### src/assert_macros.svh
// Assertion helpers, sampled on clk and disabled in reset.
`ifndef ASSERT_MACROS_SVH
`define ASSERT_MACROS_SVH

// Same-cycle implication.
`define FPGAL_ASSERT(lbl, ante, cons, msg) \
  lbl: assert property (@(posedge clk) disable iff (rst) (ante) |-> (cons)) else $error(msg);

// Next-cycle implication.
`define FPGAL_ASSERT_NEXT(lbl, ante, cons, msg) \
  lbl: assert property (@(posedge clk) disable iff (rst) (ante) |=> (cons)) else $error(msg);

`endif

### src/fpgal_pkg.sv
package fpgal_pkg;

  localparam int BYTE_W            = 8;
  localparam int GRAN_REG_W        = 6;
  localparam int IN_ADDR_W         = 32;
  localparam int OUT_ADDR_W        = 32;
  localparam int OUT_IDX_W         = 5;
  localparam int S_TDATA_W         = 40;
  localparam int M_TDATA_W         = 48;
  localparam int DEF_MAX_GRANULE   = 32;
  localparam int DEF_ADDRESS_WIDTH = 32;

  localparam logic [BYTE_W-1:0] ERASED_BYTE = 8'hff;

  typedef enum logic [2:0] {
    ST_IDLE,
    ST_DIV,
    ST_WRITE,
    ST_READ,
    ST_SEND
  } state_t;

  typedef struct packed {
    logic clr;
    logic we;
    logic re;
  } store_ctl_t;

endpackage

### src/fpgal_rem.sv
module fpgal_rem #(
  parameter int AW = 32,
  parameter int GW = 6
) (
  input  logic          clk,
  input  logic          rst,
  input  logic          start,
  input  logic [AW-1:0] dividend,
  input  logic [GW-1:0] divisor,
  output logic          done,
  output logic [GW-1:0] rem
);

  localparam int CW = $clog2(AW + 1);

  logic          run;
  logic [CW-1:0] cnt;
  logic [AW-1:0] sh;
  logic [GW:0]   trial;
  logic [GW:0]   trial_sub;
  logic          fits;

  assign trial     = {rem, sh[AW-1]};
  assign trial_sub = trial - {1'b0, divisor};
  assign fits      = trial >= {1'b0, divisor};

  always_ff @(posedge clk) begin
    if (rst) begin
      run  <= 1'b0;
      done <= 1'b0;
      cnt  <= '0;
    end else begin
      done <= 1'b0;
      if (start) begin
        run <= 1'b1;
        cnt <= CW'(AW);
      end else if (run) begin
        cnt <= cnt - CW'(1);
        if (cnt == CW'(1)) begin
          run  <= 1'b0;
          done <= 1'b1;
        end
      end
    end
  end

  always_ff @(posedge clk) begin
    if (start) begin
      sh  <= dividend;
      rem <= '0;
    end else if (run) begin
      sh  <= sh << 1;
      rem <= fits ? trial_sub[GW-1:0] : trial[GW-1:0];
    end
  end

endmodule

### src/fpgal_store.sv
module fpgal_store #(
  parameter int DEPTH = 32,
  parameter int IW    = 5
) (
  input  logic                        clk,
  input  logic                        rst,
  input  fpgal_pkg::store_ctl_t       ctl,
  input  logic [IW-1:0]               waddr,
  input  logic [fpgal_pkg::BYTE_W-1:0] wdata,
  input  logic [IW-1:0]               raddr,
  output logic [fpgal_pkg::BYTE_W-1:0] rdata
);

  import fpgal_pkg::*;

  logic [BYTE_W-1:0] mem [DEPTH];
  logic [DEPTH-1:0]  vld;
  logic [BYTE_W-1:0] rd_mem;
  logic              rd_vld;

  always_ff @(posedge clk) begin
    if (ctl.we) begin
      mem[waddr] <= wdata;
    end
    if (ctl.re) begin
      rd_mem <= mem[raddr];
    end
  end

  always_ff @(posedge clk) begin
    if (rst) begin
      vld    <= '0;
      rd_vld <= 1'b0;
    end else begin
      if (ctl.re) begin
        rd_vld <= vld[raddr];
      end
      if (ctl.clr) begin
        vld <= '0;
      end else if (ctl.we) begin
        vld[waddr] <= 1'b1;
      end
    end
  end

  assign rdata = rd_vld ? rd_mem : ERASED_BYTE;

endmodule

### src/flash_program_granule_aligner.sv
// Gathers a byte stream into granule-sized chunks (pre-filled with 0xFF) aligned to the
// program granule, and emits each full chunk, or the partial chunk at the end of a request,
// as granule bytes with its aligned base. A byte that does not close a chunk is taken in idle
// and then written to the chunk memory. The first byte of a request first passes through the
// bit-serial remainder unit that aligns the start address. In a chunk emit, each chunk byte
// is read from the registered chunk memory and then loaded into the output register;
// backpressure on the master side stalls the emit. No input is taken during the remainder or
// the emit. The chunk memory clears through per-entry valid bits, so it needs no clearing
// pass after reset. cfg_data (the program granule) may only be written while the block is
// idle. A granule of 0 is treated as 1, and a granule above MAX_GRANULE as MAX_GRANULE.
module flash_program_granule_aligner #(
  parameter int MAX_GRANULE   = fpgal_pkg::DEF_MAX_GRANULE,
  parameter int ADDRESS_WIDTH = fpgal_pkg::DEF_ADDRESS_WIDTH
) (
  input  logic                              clk,
  input  logic                              rst,
  input  logic                              cfg_valid,
  output logic                              cfg_ready,
  input  logic [fpgal_pkg::GRAN_REG_W-1:0]  cfg_data,
  input  logic                              s_tvalid,
  output logic                              s_tready,
  // [31:0] start_offset, [39:32] data_byte
  input  logic [fpgal_pkg::S_TDATA_W-1:0]   s_tdata,
  // [0] first_of_request
  input  logic                              s_tuser,
  input  logic                              s_tlast,
  output logic                              m_tvalid,
  input  logic                              m_tready,
  // [31:0] chunk_base, [36:32] byte_index, [44:37] byte_value, [47:45] zero
  output logic [fpgal_pkg::M_TDATA_W-1:0]   m_tdata,
  // [0] request_done
  output logic                              m_tuser,
  output logic                              m_tlast
);

  import fpgal_pkg::*;

  `include "assert_macros.svh"

  localparam int AW = ADDRESS_WIDTH;
  localparam int GW = $clog2(MAX_GRANULE + 1);
  localparam int IW = (MAX_GRANULE > 1) ? $clog2(MAX_GRANULE) : 1;

  state_t state, state_next;

  logic [GRAN_REG_W-1:0] gran_reg;
  logic [GW-1:0]         g_eff;
  logic [GW-1:0]         g_m1;

  logic [IW-1:0]     fill_pos;
  logic [AW-1:0]     chunk_addr;
  logic [AW-1:0]     addr_buf;
  logic [BYTE_W-1:0] byte_buf;
  logic              last_buf;
  logic [IW-1:0]     idx;

  logic [GW-1:0] fill_ext;
  logic [GW-1:0] pos_g;
  logic [IW-1:0] pos;
  logic          chunk_full;
  logic          idx_last;

  logic          rem_start;
  logic          rem_done;
  logic [GW-1:0] rem_val;

  store_ctl_t        st_ctl;
  logic [BYTE_W-1:0] st_rdata;
  logic              load_out;

  logic [OUT_ADDR_W-1:0] ob_base;
  logic [OUT_IDX_W-1:0]  ob_idx;
  logic [BYTE_W-1:0]     ob_val;

  logic accept;
  logic out_free;

  assign cfg_ready = 1'b1;
  assign s_tready  = (state == ST_IDLE);
  assign accept    = s_tvalid && s_tready;
  assign out_free  = !m_tvalid || m_tready;

  always_ff @(posedge clk) begin
    if (rst) begin
      gran_reg <= GRAN_REG_W'(1);
    end else if (cfg_valid && cfg_ready) begin
      gran_reg <= cfg_data;
    end
  end

  always_comb begin
    if (gran_reg == '0) begin
      g_eff = GW'(1);
    end else if ({1'b0, gran_reg} > (GRAN_REG_W + 1)'(MAX_GRANULE)) begin
      g_eff = GW'(MAX_GRANULE);
    end else begin
      g_eff = GW'(gran_reg);
    end
  end

  assign g_m1       = g_eff - GW'(1);
  assign fill_ext   = GW'(fill_pos);
  assign pos_g      = (fill_ext >= g_eff) ? g_m1 : fill_ext;
  assign pos        = IW'(pos_g);
  assign chunk_full = (pos_g == g_m1) || last_buf;
  assign idx_last   = (GW'(idx) == g_m1);

  fpgal_rem #(
    .AW (AW),
    .GW (GW)
  ) u_rem (
    .clk      (clk),
    .rst      (rst),
    .start    (rem_start),
    .dividend (AW'(s_tdata[IN_ADDR_W-1:0])),
    .divisor  (g_eff),
    .done     (rem_done),
    .rem      (rem_val)
  );

  fpgal_store #(
    .DEPTH (MAX_GRANULE),
    .IW    (IW)
  ) u_store (
    .clk   (clk),
    .rst   (rst),
    .ctl   (st_ctl),
    .waddr (pos),
    .wdata (byte_buf),
    .raddr (idx),
    .rdata (st_rdata)
  );

  always_ff @(posedge clk) begin
    if (rst) begin
      state <= ST_IDLE;
    end else begin
      state <= state_next;
    end
  end

  always_comb begin
    state_next = state;
    rem_start  = 1'b0;
    st_ctl     = '0;
    load_out   = 1'b0;
    unique case (state)
      ST_IDLE: begin
        if (accept) begin
          rem_start  = s_tuser;
          state_next = s_tuser ? ST_DIV : ST_WRITE;
        end
      end
      ST_DIV: begin
        if (rem_done) begin
          st_ctl.clr = 1'b1;
          state_next = ST_WRITE;
        end
      end
      ST_WRITE: begin
        st_ctl.we  = 1'b1;
        state_next = chunk_full ? ST_READ : ST_IDLE;
      end
      ST_READ: begin
        st_ctl.re  = 1'b1;
        state_next = ST_SEND;
      end
      ST_SEND: begin
        if (out_free) begin
          load_out = 1'b1;
          if (idx_last) begin
            st_ctl.clr = 1'b1;
            state_next = ST_IDLE;
          end else begin
            state_next = ST_READ;
          end
        end
      end
      default: state_next = ST_IDLE;
    endcase
  end

  always_ff @(posedge clk) begin
    if (rst) begin
      fill_pos   <= '0;
      chunk_addr <= '0;
    end else begin
      if (state == ST_DIV && rem_done) begin
        chunk_addr <= addr_buf - AW'(rem_val);
        fill_pos   <= IW'(rem_val);
      end else if (state == ST_WRITE && !chunk_full) begin
        fill_pos <= pos + IW'(1);
      end else if (state == ST_SEND && load_out && idx_last) begin
        fill_pos   <= '0;
        chunk_addr <= chunk_addr + AW'(g_eff);
      end
    end
  end

  always_ff @(posedge clk) begin
    if (accept) begin
      byte_buf <= s_tdata[IN_ADDR_W +: BYTE_W];
      last_buf <= s_tlast;
      addr_buf <= AW'(s_tdata[IN_ADDR_W-1:0]);
    end
    if (state == ST_WRITE) begin
      idx <= '0;
    end else if (load_out) begin
      idx <= idx + IW'(1);
    end
  end

  always_ff @(posedge clk) begin
    if (rst) begin
      m_tvalid <= 1'b0;
    end else if (load_out) begin
      m_tvalid <= 1'b1;
    end else if (m_tready) begin
      m_tvalid <= 1'b0;
    end
  end

  always_ff @(posedge clk) begin
    if (load_out) begin
      ob_base <= OUT_ADDR_W'(chunk_addr);
      ob_idx  <= OUT_IDX_W'(idx);
      ob_val  <= st_rdata;
      m_tlast <= idx_last;
      m_tuser <= idx_last && last_buf;
    end
  end

  assign m_tdata = {(M_TDATA_W - OUT_ADDR_W - OUT_IDX_W - BYTE_W)'(0), ob_val, ob_idx, ob_base};

  `FPGAL_ASSERT(a_done_on_last, m_tvalid && m_tuser, m_tlast, "request_done without last_of_chunk")
  `FPGAL_ASSERT(a_idx_in_gran, m_tvalid, GW'(ob_idx) <= g_m1, "byte_index beyond granule")
  `FPGAL_ASSERT(a_rem_below_gran, rem_done, rem_val < g_eff, "remainder not below granule")
  `FPGAL_ASSERT_NEXT(a_busy_after_accept, accept, !s_tready, "ready right after an accept")

endmodule
### config.mk
export PLATFORM = sky130hd
export DESIGN_NAME = flash_program_granule_aligner
export DESIGN_NICKNAME = d
export VERILOG_FILES = /design/src/fpgal_pkg.sv /design/src/fpgal_rem.sv /design/src/fpgal_store.sv /design/src/flash_program_granule_aligner.sv
export VERILOG_INCLUDE_DIRS = /design/src /design/src/src
export SDC_FILE = /design/constraint.sdc
export NUM_CORES = 1
export LEC_CHECK = 0
export ABC_AREA = 0
export BUFFER_PORTS_ARGS = -buffer_cell sky130_fd_sc_hd__buf_2
export CAP_MARGIN = 20
export CORE_MARGIN = 4
export CORE_UTILIZATION = 54
export DETAILED_ROUTE_END_ITERATION = 12
export GPL_TIMING_DRIVEN = 0
export PLACE_DENSITY = 0.74
export SKIP_CTS_REPAIR_TIMING = 1
export SKIP_LAST_GASP = 1
export SLEW_MARGIN = 5
export SYNTH_ARGS = -nofsm -noshare
export SYNTH_HDL_FRONTEND = slang
export SYNTH_HIERARCHICAL = 1
export SYNTH_SLANG_ARGS = --single-unit
### constraint.sdc
create_clock -name clk -period 3.4 [get_ports clk]
set_input_delay 0.17 -clock clk [delete_from_list [all_inputs] [get_ports clk]]
set_output_delay 0.17 -clock clk [all_outputs]
set_load 0.02 [all_outputs]
==> Word-level counts from Yosys, hierarchy flattened <==
Memory sizes are Yosys's and may differ from the RTL's. A register that Yosys moved wholly into a read port is not among the register bits.
Cells that the tools add are included.
{ "totals": {"regBits": 219, "mem_bits_rw": 256, "input_bits": 53, "elab_cells": 114, "mem_count": 1} }
{ "mem_list": {"columns": ["memory", "words", "word_bits", "rd", "rd_ports_with_merged_regs", "wr", "line", "rtl"], "rows": [
  ["u_store.mem", 32, 8, 1, 1, 1, "fpgal_store.sv:16", "logic [BYTE_W-1:0] mem [DEPTH];"]
]} }
{ "classes": {"n_addsub": 7, "order_cmp": 6, "n_eq_ne": 11, "muxes": 43, "bitwise": 2, "reduce_logical": 22} }
{ "ops": {"columns": ["operator", "n"], "rows": [
  ["2-to-1 mux 32 bit", 5],
  ["2-to-1 mux 6 bit", 6],
  ["adder 32 x 6 -> 32 bit", 1],
  ["bitwise OR 32 bit", 1],
  ["subtractor 32 x 6 -> 32 bit", 1],
  ["2-to-1 mux 1 bit", 19],
  ["2-to-1 mux 5 bit", 3],
  ["one-hot mux 3 bit (5 select lines)", 1],
  ["less-than comparator 5 x 6 -> 1 bit, second input constant", 2],
  ["subtractor 6 x 1 -> 6 bit, second input constant", 2],
  ["adder 5 x 1 -> 5 bit, second input constant", 2],
  ["2-to-1 mux 3 bit", 3],
  [">= comparator 7 x 6 -> 1 bit", 1],
  ["logical AND 1 bit", 7],
  ["== test 3 x 2 -> 1 bit, second input constant", 2],
  ["== test 5 x 6 -> 1 bit", 1],
  ["== test 6 x 1 -> 1 bit, second input constant", 1],
  ["== test 6 bit", 1],
  [">= comparator 5 x 6 -> 1 bit", 1],
  ["> comparator 6 bit, second input constant", 1],
  ["logical NOT 6 bit", 1],
  ["2-to-1 mux 2 bit", 3],
  ["nonzero test 2 bit", 3],
  ["subtractor 6 bit", 1],
  ["other kinds (17)", 22]
]} }

==> Logic depth before layout (Yosys ltp) <==
Gate-level depths: netlist (run 1).
{ "depth": {"depth_word": 11, "mapped_depth": 17, "depth_no_buf": 16} }

==> Hierarchy <==
Netlist (run 1), hierarchy kept.
{ "modules_own_cells": {"columns": ["mod", "n_inst", "cells_each", "area_each_um2", "seq_area_each_um2"], "rows": [
  ["fpgal_store", 1, 539, 11419.7, 8588.2],
  ["flash_program_granule_aligner", 1, 654, 7006.7, 3683.5],
  ["fpgal_rem", 1, 178, 2270.9, 1241.2]
]} }

==> Worst setup path before layout (run 1) <==
OpenSTA, ideal clock, no wires.
{ "synth_path": {"path_type": "reg-to-reg", "start": "reg gran_reg[2]", "end": "mem u_store.mem[11][0], enable pin", "setup_time_ps": 374, "arrival_time_ps": 3373, "required_time_ps": 3026, "path_slack_ps": -346, "path_stages_with_launch": 13, "synth_period_minus_slack_ps": 3746, "path_cell_list": "dfxtp_1 -> nor4_2 -> nor2_1 -> nor2_1 -> ha_1 -> nand2b_1 -> a21o_1 -> a21oi_1 -> o21ai_0 -> clkbuf_1 -> mux2_2 -> or3b_2 -> nor2_1"} }
{ "synth_via": {"elab_chain_len": 5} }
{ "synth_lines": {"columns": ["element", "line", "rtl"], "rows": [
  ["from (decl)", "flash_program_granule_aligner.sv:46", "logic [GRAN_REG_W-1:0] gran_reg;"],
  ["from (signal assigned)", "flash_program_granule_aligner.sv:87", "gran_reg <= cfg_data;"],
  ["> comparator 6 bit", "flash_program_granule_aligner.sv:94", "end else if ({1'b0, gran_reg} > (GRAN_REG_W + 1)'(MAX_GRANULE)) begin"],
  ["2-to-1 mux 6 bit", "flash_program_granule_aligner.sv:94", null],
  ["2-to-1 mux 6 bit *", "flash_program_granule_aligner.sv:92", "if (gran_reg == '0) begin"],
  ["net g_eff[0]", "flash_program_granule_aligner.sv:47", "logic [GW-1:0] g_eff;"],
  ["subtractor 6 x 1 -> 6 bit or >= comparator 5 x 6 -> 1 bit (tied branches)", "flash_program_granule_aligner.sv:101, flash_program_granule_aligner.sv:103", null],
  ["2-to-1 mux 6 bit *", "flash_program_granule_aligner.sv:103", "assign pos_g = (fill_ext >= g_eff) ? g_m1 : fill_ext;"],
  ["net pos_g[4]", "flash_program_granule_aligner.sv:58", "logic [GW-1:0] pos_g;"],
  ["to (decl)", "fpgal_store.sv:16", null]
]} }
The timed path passes the listed nets; every way through them passes the cells marked *.

==> results.sh, run 1 <==
export IMPL_synth_xor_area_share_pct=2.14
export IMPL_syn_instance_count=1371
export IMPL_grt_pass1_vias=12600
export IMPL_synth_top_family_by_area="multiplexers"
export IMPL_place_area_um2=22100
export IMPL_crit_fanout=10
export IMPL_cts_sinks=483
export IMPL_period_needed_ps=3460
export IMPL_relSlewSlack_pct=38.1
export IMPL_worstHoldStart="cfg_valid"
export IMPL_setup_violations=32
export IMPL_grt_max_degree=57
export IMPL_required_ps=3880
export IMPL_synth_fa_ha_area_share_pct=2.04
export IMPL_vias=13500
export IMPL_largest_reg_flops=256
export IMPL_synth_simple_area_share_pct=8.69
export IMPL_cpMaxStageDelayCell="a311o_1"
export IMPL_syn_to_final_growth_pct=23.5
export IMPL_antenna_cells=0
export IMPL_hold_path_class="in -> reg"
export IMPL_fin_util_pct=67.7
export IMPL_ys_seq_area_share_pct=65.3
export IMPL_outcome="finished, violations left"
export IMPL_regMostFlops="u_store/mem"
export IMPL_grt_overflow=0
export IMPL_firstDrtPassIters=7
export IMPL_endpoint="u_store/vld[17]"
export IMPL_crit_path_cell_trace="nor4_4 > nor2_2 > nor2_4 > inv_1 > ha_4 > xnor3_1 > a311o_1 > a211o_4 > buf_4 > o21ai_4 > nor2_1 > clkbuf_2 > o21a_1"
export IMPL_cpLargestDelayFamily="compound AO/OA/AOI/OAI gates"
export IMPL_syn_area_per_cell_um2=15.1
export IMPL_startpoint="gran_reg[1]"
export IMPL_grt_util_all_layers_pct=23.4
export IMPL_hpwlAfterDp_um=32500
export IMPL_synth_ff_type="edfxtp_1"
export IMPL_insertion_delay_ps=600
export IMPL_cts_tree="done"
export IMPL_synth_edf_count=384
export IMPL_antenna_found_initial=0
export IMPL_critPathKind="reg -> reg"
export IMPL_via_per_inst=6.12
export IMPL_netlist_area_um2=20700
export IMPL_io_pins=106
export IMPL_startpoint_type="register"
export IMPL_final_area_um2=25600
export IMPL_yosys_cell_types_count=85
export IMPL_worstReg2RegStart="gran_reg[1]"
export IMPL_final_antenna_net_count=0
export IMPL_drv_cap=0
export IMPL_grt_pass1_wl_um=74100
export IMPL_dieHeight_um=204
export IMPL_max_stage_delay_ps=370
export IMPL_final_cell_mix="edfxtp_1, buf_2, dfxtp_1"
export IMPL_finalWirelength_um=54400
export IMPL_core_um2=37800
export IMPL_maxSlewViolCount=0
export IMPL_dieArea_um2=41500
export IMPL_clock_skew_ps=31.8
export IMPL_cts_buffers=47
export IMPL_worst_slack_ps=-58.9
export IMPL_period_share_pct=102
export IMPL_dp_cells=1986
export IMPL_r2r_end="u_store/vld[17]"
export IMPL_end_kind="register"
export IMPL_fin_nets=1735
export IMPL_die_w_um=204
export IMPL_initial_core_util_pct=54.8
export IMPL_place_ws_ps=-1190
export IMPL_num_fill_cells=2409
export IMPL_final_common_cell="edfxtp_1"
export IMPL_final_cells=2200
export IMPL_port_buffers=100
export IMPL_path_depth=13
export IMPL_drive_above_1_share_pct=29.3
export IMPL_drc=0
export IMPL_hold_viol=0
export IMPL_synth_compound_area_share_pct=7.30
export IMPL_p_leak_nw=8.53
export IMPL_rrSetupSlack_ps=-60
export IMPL_peakVddDrop_v=0.000407
export IMPL_crit_arrival_ps=3940
export IMPL_worstMarginPinSlew_ps=927
export IMPL_cp_num_buf_inv=3
export IMPL_cts_root_buf="clkbuf_16"
export IMPL_cellPowerDensity_nw_per_um2=564
export IMPL_timing_fmax_ghz=0.289
export IMPL_r2r_cells=13
export IMPL_path_clk_slew_ps=60
export IMPL_violations="setup timing"
export IMPL_htreeDepth=2
export IMPL_yosysWarnings=6
export IMPL_clk_path_buf_depth=3
export IMPL_rsz0062_at_grt="yes"
export IMPL_core_rowCount=71
export IMPL_synth_async_reset_ratio_pct=0
export IMPL_drt_iter0_markers=1417
export IMPL_synth_area_mux_share_pct=12.3
export IMPL_wire_per_inst_um=24.7
export IMPL_hold_slack_ps=51.1
export IMPL_place_congestion=0.902
export IMPL_ys_ff_latch=483
[power by group]
group / switching [mW] / total (mW) / leakage, nW / internal [mW]
clock network: 2.30 / 5.35 / 0.760 / 3.05
logic: 1.25 / 2.25 / 3.47 / 0.993
registers: 0.185 / 6.82 / 4.29 / 6.64
[how the worst min path moves through the flow]
stage	endpoint	slack (ps)	cells past startpoint
CTS	byte_buf[2]	-270	1
floorplan	u_rem/cnt[5]	240	1
global route	state[1]	70	4
finish	gran_reg[0]	50	3
global placement	byte_buf[6]	350	1
detailed placement	byte_buf[2]	350	1
[layer usage]
| layer | up-vias | wire length (µm) | track usage (%) |
|---|---|---|---|
| li1 | 5922 | - | - |
| met1 | 6820 | 20400 | 31.7 |
| met2 | 614 | 28300 | 39.7 |
| met3 | 110 | 4170 | 4.01 |
| met4 | 0 | 1570 | 6.29 |
| met5 | - | 0 | 0 |
[tightest hold or removal path, cell delays in order]
cell and delay [ps]:
clkbuf_1 210, mux2i_1 170, nand2_1 50
[cell type report]
cell class                      instances  area [µm²]  area share (%)
Sequential cell                       483       13500            52.9
Multi-Input combinational cell        788        7220            28.3
Timing Repair Buffer                  226        2100            8.21
Clock buffer                           57        1260            4.95
Tap cell                              511         639            2.50
Buffer                                 63         342            1.34
Clock inverter                         31         307            1.20
Inverter                               41         166           0.651
[per-stage QoR]
step	setup TNS (ps)	total power, mW
finish	-786	14.4
global route	-21400	14.9
global placement	-219210	8.80
CTS	-240630	14.1
floorplan	-1580	8.32
detailed placement	-239490	8.87
[synth_stat cells (all sizes together) (19+ instances only)]
cell type | instances | area share [%]
a211oi | 29 | 1.1
a21oi | 26 | 0.67
buf | 26 | 0.77
clkbuf | 37 | 0.68
dfxtp | 99 | 9.6
edfxtp | 384 | 56
ha | 29 | 1.8
inv | 39 | 0.71
mux2 | 41 | 2.2
mux2i | 28 | 1.4
mux4 | 80 | 8.7
nand2 | 64 | 1.2
nand3 | 29 | 0.76
nor2 | 114 | 2.1
nor3 | 27 | 0.65
o21a | 38 | 1.4
o21ai | 24 | 0.62
xnor2 | 29 | 1.2
xor2 | 19 | 0.80
[logic make-up (layout without fill, tap and decap cells)]
logic type,after synthesis,in the layout
and+or+nand+nor,353,355
adders and majority gates,32,32
xor gates and xnor gates,49,49
DFF,483,483
other,2,4
AOI/OAI and AO/OA,199,199
muxes,149,149
buffers and inverters,104,418
(Power assumes the default switching activity.)
==> inputs of run 2 (changes only) <==
CORE_ASPECT_RATIO = 0.75   (was not set)
MAX_ROUTING_LAYER = met4   (was not set)
==> results.sh, run 2 (same netlist as run 1, synthesis figures left out) <==
export IMPL_grt_pass1_vias=12100
export IMPL_place_congestion=0.961
export IMPL_core_um2=37500
export IMPL_p_comb_share_pct=16.0
export IMPL_final_cells=2183
export IMPL_path_clk_slew_ps=70
export IMPL_dieHeight_um=178
export IMPL_setup_violations=266
export IMPL_insertion_delay_ps=570
export IMPL_cpLargestDelayFamily="compound AO/OA/AOI/OAI gates"
export IMPL_htreeDepth=2
export IMPL_end_kind="register"
export IMPL_cp_num_buf_inv=1
export IMPL_drive_above_1_share_pct=29.1
export IMPL_period_needed_ps=3600
export IMPL_worst_slack_ps=-198
export IMPL_fin_nets=1729
export IMPL_fin_util_pct=68.0
export IMPL_cts_tree="done"
export IMPL_outcome="finished, violations left"
export IMPL_peakVddDrop_v=0.000403
export IMPL_startpoint_type="register"
export IMPL_max_stage_delay_ps=640
export IMPL_place_area_um2=22100
export IMPL_power_frac_seq_pct=47.5
export IMPL_initial_core_util_pct=55.2
export IMPL_finalWirelength_um=54600
export IMPL_regMostFlops="u_store/mem"
export IMPL_tns_ps=-25200
export IMPL_grt_util_all_layers_pct=25.0
export IMPL_cts_buffers=47
export IMPL_drc=0
export IMPL_wire_per_inst_um=25.0
export IMPL_vias=13600
export IMPL_syn_to_final_growth_pct=23.1
export IMPL_final_antenna_net_count=0
export IMPL_final_common_cell="edfxtp_1"
export IMPL_grt_max_degree=41
export IMPL_hold_viol=0
export IMPL_port_buffers=100
export IMPL_final_area_um2=25500
export IMPL_critPathKind="reg -> reg"
export IMPL_dp_cells=1980
export IMPL_crit_path_cell_trace="nor4_4 > nor2_4 > nor2_4 > inv_1 > ha_4 > xnor2_1 > xnor2_1 > a211oi_1 > a311oi_2 > a2111oi_0 > a211oi_1"
export IMPL_hpwlAfterDp_um=35900
export IMPL_grt_overflow=0
export IMPL_clk_path_buf_depth=3
export IMPL_timing_fmax_ghz=0.278
export IMPL_p_int_mw=10.6
export IMPL_final_cell_mix="edfxtp_1, buf_2, dfxtp_1"
export IMPL_antenna_found_initial=3
export IMPL_core_rowCount=61
export IMPL_violations="setup timing"
export IMPL_largest_reg_flops=256
export IMPL_cellPowerDensity_nw_per_um2=565
export IMPL_cts_sinks=483
export IMPL_drt_iter0_markers=1867
export IMPL_cpMaxStageDelayCell="a211oi_1"
export IMPL_maxSlewViolCount=0
export IMPL_pwr_share_clk_pct=36.5
export IMPL_crit_fanout=9
export IMPL_cts_root_buf="clkbuf_16"
export IMPL_via_per_inst=6.23
export IMPL_die_w_um=234
export IMPL_drv_cap=0
export IMPL_rsz0062_at_grt="yes"
export IMPL_hold_slack_ps=15.8
export IMPL_worstMarginPinSlew_ps=1080
export IMPL_io_pins=106
export IMPL_grt_pass1_wl_um=75500
export IMPL_firstDrtPassIters=5
export IMPL_power_switching_mw=3.74
export IMPL_period_share_pct=106
export IMPL_p_leak_nw=8.47
export IMPL_swShare_pct=26.0
export IMPL_dieArea_um2=41600
export IMPL_crit_arrival_ps=4030
export IMPL_required_ps=3830
export IMPL_antenna_cells=0
export IMPL_relSlewSlack_pct=28.2
export IMPL_clock_skew_ps=15.2
export IMPL_hold_path_class="in -> reg"
[run 2: cell count changes in the layout (fill, tap and decap cells not counted), moves of 4 or more]
| cell | previous run | this run |
|---|---|---|
| buf_4 | 49 | 44 |
| clkbuf_1 | 35 | 40 |
| or4_1 | 12 | 8 |
| or4_4 | 1 | 5 |
[run 2: layout make-up]
cell class | count | area, µm²
sequential | 483 | 13500
fill | 2460 | 12000
multi-input combinational | 789 | 7250
timing repair buffer | 219 | 2030
clock buffer | 56 | 1210
tap | 504 | 631
buffer | 63 | 342
clock inverter | 28 | 320
inverter | 41 | 166
[run 2: routing by layer]
layer | up-vias | track usage [%] | wire length [µm]
met5 | - | - | 0
met4 | 0 | 4.60 | 855
met3 | 85 | 7.49 | 6610
met2 | 776 | 32.7 | 23900
met1 | 6849 | 39.0 | 23200
li1 | 5891 | - | -
[run 2: final timing paths]
path / start / endpoint / slack, ps / depth (start not counted)
setup / recovery: gran_reg[1] / fill_pos[3] / -200 / 11
hold / removal: m_tready / state[2] / 20 / 4
setup reg to reg: gran_reg[1] / fill_pos[3] / -200 / 11
hold reg to reg: u_store/vld[14] / u_store/vld[14] / 470 / 1
[run 2: worst reg2reg max path, stage by stage (launching register included)]
cell,delay [ps]
dfxtp_4,370
nor4_4,350
nor2_4,80
nor2_4,160
inv_1,110
ha_4,190
xnor2_1,380
xnor2_1,130
a211oi_1,640
a311oi_2,390
a2111oi_0,580
a211oi_1,90
[run 2: stage by stage]
step | worst slack [ps] | power (mW)
after floorplan | -44.1 | 8.32
after global placement | -1080 | 8.83
after detailed placement | -1120 | 8.92
after CTS | -1140 | 14.1
after global routing | -237 | 14.9
final | -198 | 14.4
[run 2: power groups by stage]
stage	sequential (mW)	clock, mW	combinational [mW]
floorplan	6.90	0	1.42
global placement	6.99	0	1.85
detailed placement	7.00	0	1.91
CTS	6.88	5.27	1.93
global route	6.86	5.57	2.46
finish	6.84	5.25	2.30
==> inputs of run 3 (changes only) <==
ABC_AREA = 1   (was 0)
==> results.sh, run 3 <==
export IMPL_grt_pass1_vias=15900
export IMPL_port_buffers=101
export IMPL_finalWirelength_um=67300
export IMPL_grt_pass1_wl_um=95800
export IMPL_final_common_cell="nand2_1"
export IMPL_cts_tree="done"
export IMPL_violations="setup timing"
export IMPL_grt_util_all_layers_pct=29.5
export IMPL_initial_core_util_pct=55.0
export IMPL_end_kind="register"
export IMPL_cpLargestDelayFamily="buffers and inverters"
export IMPL_yosys_cell_types_count=48
export IMPL_outcome="finished, violations left"
export IMPL_dieArea_um2=43900
export IMPL_hold_viol=0
export IMPL_largest_reg_flops=256
export IMPL_num_fill_cells=2893
export IMPL_grt_max_degree=33
export IMPL_place_ws_ps=-1450
export IMPL_via_per_inst=5.84
export IMPL_hold_path_class="in -> reg"
export IMPL_max_stage_delay_ps=370
export IMPL_crit_path_cell_trace="inv_1 > nor2_4 > inv_1 > ha_1 > a21oi_1 > nor2_1 > a21oi_2 > nand3_2 > buf_4 > nand2_2 > o21ai_4 > inv_4 > inv_1 > nor3_2 > inv_2 > nor2_4 > buf_12"
export IMPL_crit_fanout=8
export IMPL_drt_iter0_markers=2620
export IMPL_hpwlAfterDp_um=47000
export IMPL_drive_above_1_share_pct=16.0
export IMPL_syn_instance_count=2287
export IMPL_final_antenna_net_count=0
export IMPL_crit_top_cell="inv_1"
export IMPL_regMostFlops="u_store/mem"
export IMPL_synth_edf_count=384
export IMPL_final_area_um2=26700
export IMPL_setup_violations=4
export IMPL_hold_slack_ps=26.1
export IMPL_period_needed_ps=3400
export IMPL_period_share_pct=100
export IMPL_crit_arrival_ps=3700
export IMPL_rsz0062_at_grt="yes"
export IMPL_htreeDepth=2
export IMPL_synth_area_leaders="edfxtp_1, nand2_1, dfxtp_1"
export IMPL_drv_cap=0
export IMPL_cts_sinks=483
export IMPL_firstDrtPassIters=8
export IMPL_cellPowerDensity_nw_per_um2=670
export IMPL_yosys_cell_count_top_type="nand2_1"
export IMPL_relSlewSlack_pct=32.2
export IMPL_drc=0
export IMPL_timing_fmax_ghz=0.294
export IMPL_die_w_um=241
export IMPL_startpoint_type="register"
export IMPL_required_ps=3690
export IMPL_ys_seq_area_share_pct=61.7
export IMPL_cp_num_buf_inv=7
export IMPL_clock_skew_ps=18.4
export IMPL_grt_overflow=0
export IMPL_ys_ff_latch=483
export IMPL_place_area_um2=23300
export IMPL_synthTopCellsByCount="nand2_1, edfxtp_1, nor2_1"
export IMPL_yosysWarnings=6
export IMPL_antenna_found_initial=0
export IMPL_power_mw=17.9
export IMPL_dieHeight_um=182
export IMPL_maxSlewViolCount=0
export IMPL_fin_nets=2642
export IMPL_p_leak_nw=10.4
export IMPL_place_congestion=1.00
export IMPL_antenna_cells=0
export IMPL_io_pins=106
export IMPL_final_cell_mix="nand2_1, edfxtp_1, nor2_1"
export IMPL_rrSetupSlack_ps=-1
export IMPL_worstMarginPinSlew_ps=1010
export IMPL_path_clk_slew_ps=60
export IMPL_worst_slack_ps=-1.02
export IMPL_cpMaxStageDelayCell="dfxtp_1"
export IMPL_synth_top_area_share_pct=52.6
export IMPL_syn_area_per_cell_um2=9.58
export IMPL_peakVddDrop_v=0.000631
export IMPL_synth_async_reset_ratio_pct=0
export IMPL_yosysTopAreaCell="edfxtp_1"
export IMPL_cts_buffers=46
export IMPL_core_um2=39800
export IMPL_core_rowCount=63
export IMPL_netlist_area_um2=21900
export IMPL_vias=18200
export IMPL_wire_per_inst_um=21.6
export IMPL_synth_ff_type="edfxtp_1"
export IMPL_critPathKind="reg -> reg"
export IMPL_fin_util_pct=67.1
export IMPL_cts_root_buf="clkbuf_16"
export IMPL_syn_to_final_growth_pct=22.0
export IMPL_clk_path_buf_depth=3
export IMPL_insertion_delay_ps=580
[run 3: cell count changes after synthesis, moves of 28 or more]
cell	previous run	this run
a21oi_1	24	104
mux4_2	80	0
mux2_2	41	0
o21a_1	38	0
nand2_1	63	581
inv_1	38	161
nor2_1	114	344
o21ai_0	18	104
mux2i_1	28	0
nand3_1	28	148
[run 3: stage by stage]
stage	TNS (ps)	instances
2_1_floorplan	-5610	2289
5_1_grt	-11770	3115
4_1_cts	-360040	3006
6_report	-3.50	3115
3_5_place_dp	-356410	2920
3_3_place_gp	-345480	2910
[run 3: routing by layer]
layer,global-route usage (%),share of wire [%],vias up
met3,8.66,14,134
li1,-,-,8273
met1,47.3,44,8640
met4,4.89,1.9,0
met5,-,0,-
met2,37.3,40,1157
[run 3: worst register-to-register path: cells and delay by family, from the launching register on]
family	cells	cell delay [ps]
compound gates	3	460
fa+ha+maj	1	330
buf+inv	7	1030
flops	1	370
simple gates	6	920
[run 3: report_power, final]
| group | internal [mW] | switching (mW) | leakage [nW] |
|---|---|---|---|
| Clock | 3.08 | 2.30 | 0.771 |
| Sequential | 7.09 | 0.379 | 4.30 |
| Combinational | 1.57 | 3.48 | 5.32 |
| Total | 11.7 | 6.16 | 10.4 |
[run 3: path summary, 6_finish.rpt]
check | start | end | depth (start not counted)
worst min-delay path | cfg_valid | gran_reg[2] | 3
worst max register to register | gran_reg[3] | u_store/mem[14][2] | 17
worst min register to register | u_store/vld[12] | u_store/vld[12] | 2
worst max-delay path | gran_reg[3] | u_store/mem[14][2] | 17
[run 3: final cells by class]
cell class                 count  area [µm²]  share of cell area (%)
clock buffer                  56        1200                    4.49
inverter                     172         703                    2.63
multi-input combinational   1544        7720                    28.9
clock inverter                30         380                    1.42
tap                          520         651                    2.43
buffer                        94         513                    1.92
sequential                   483       13500                    50.6
timing repair buffer         215        2020                    7.55
timing repair inverter         1        17.5                  0.0655
[run 3: cell families after synthesis]
kind of cell	after synthesis	synth area share [%]
simple gates	1175	22.2
flops	483	61.7
compound gates	292	7.47
buf+inv	267	5.27
xor+xnor	36	1.44
fa+ha+maj	32	1.93
other cells	2	0.0343
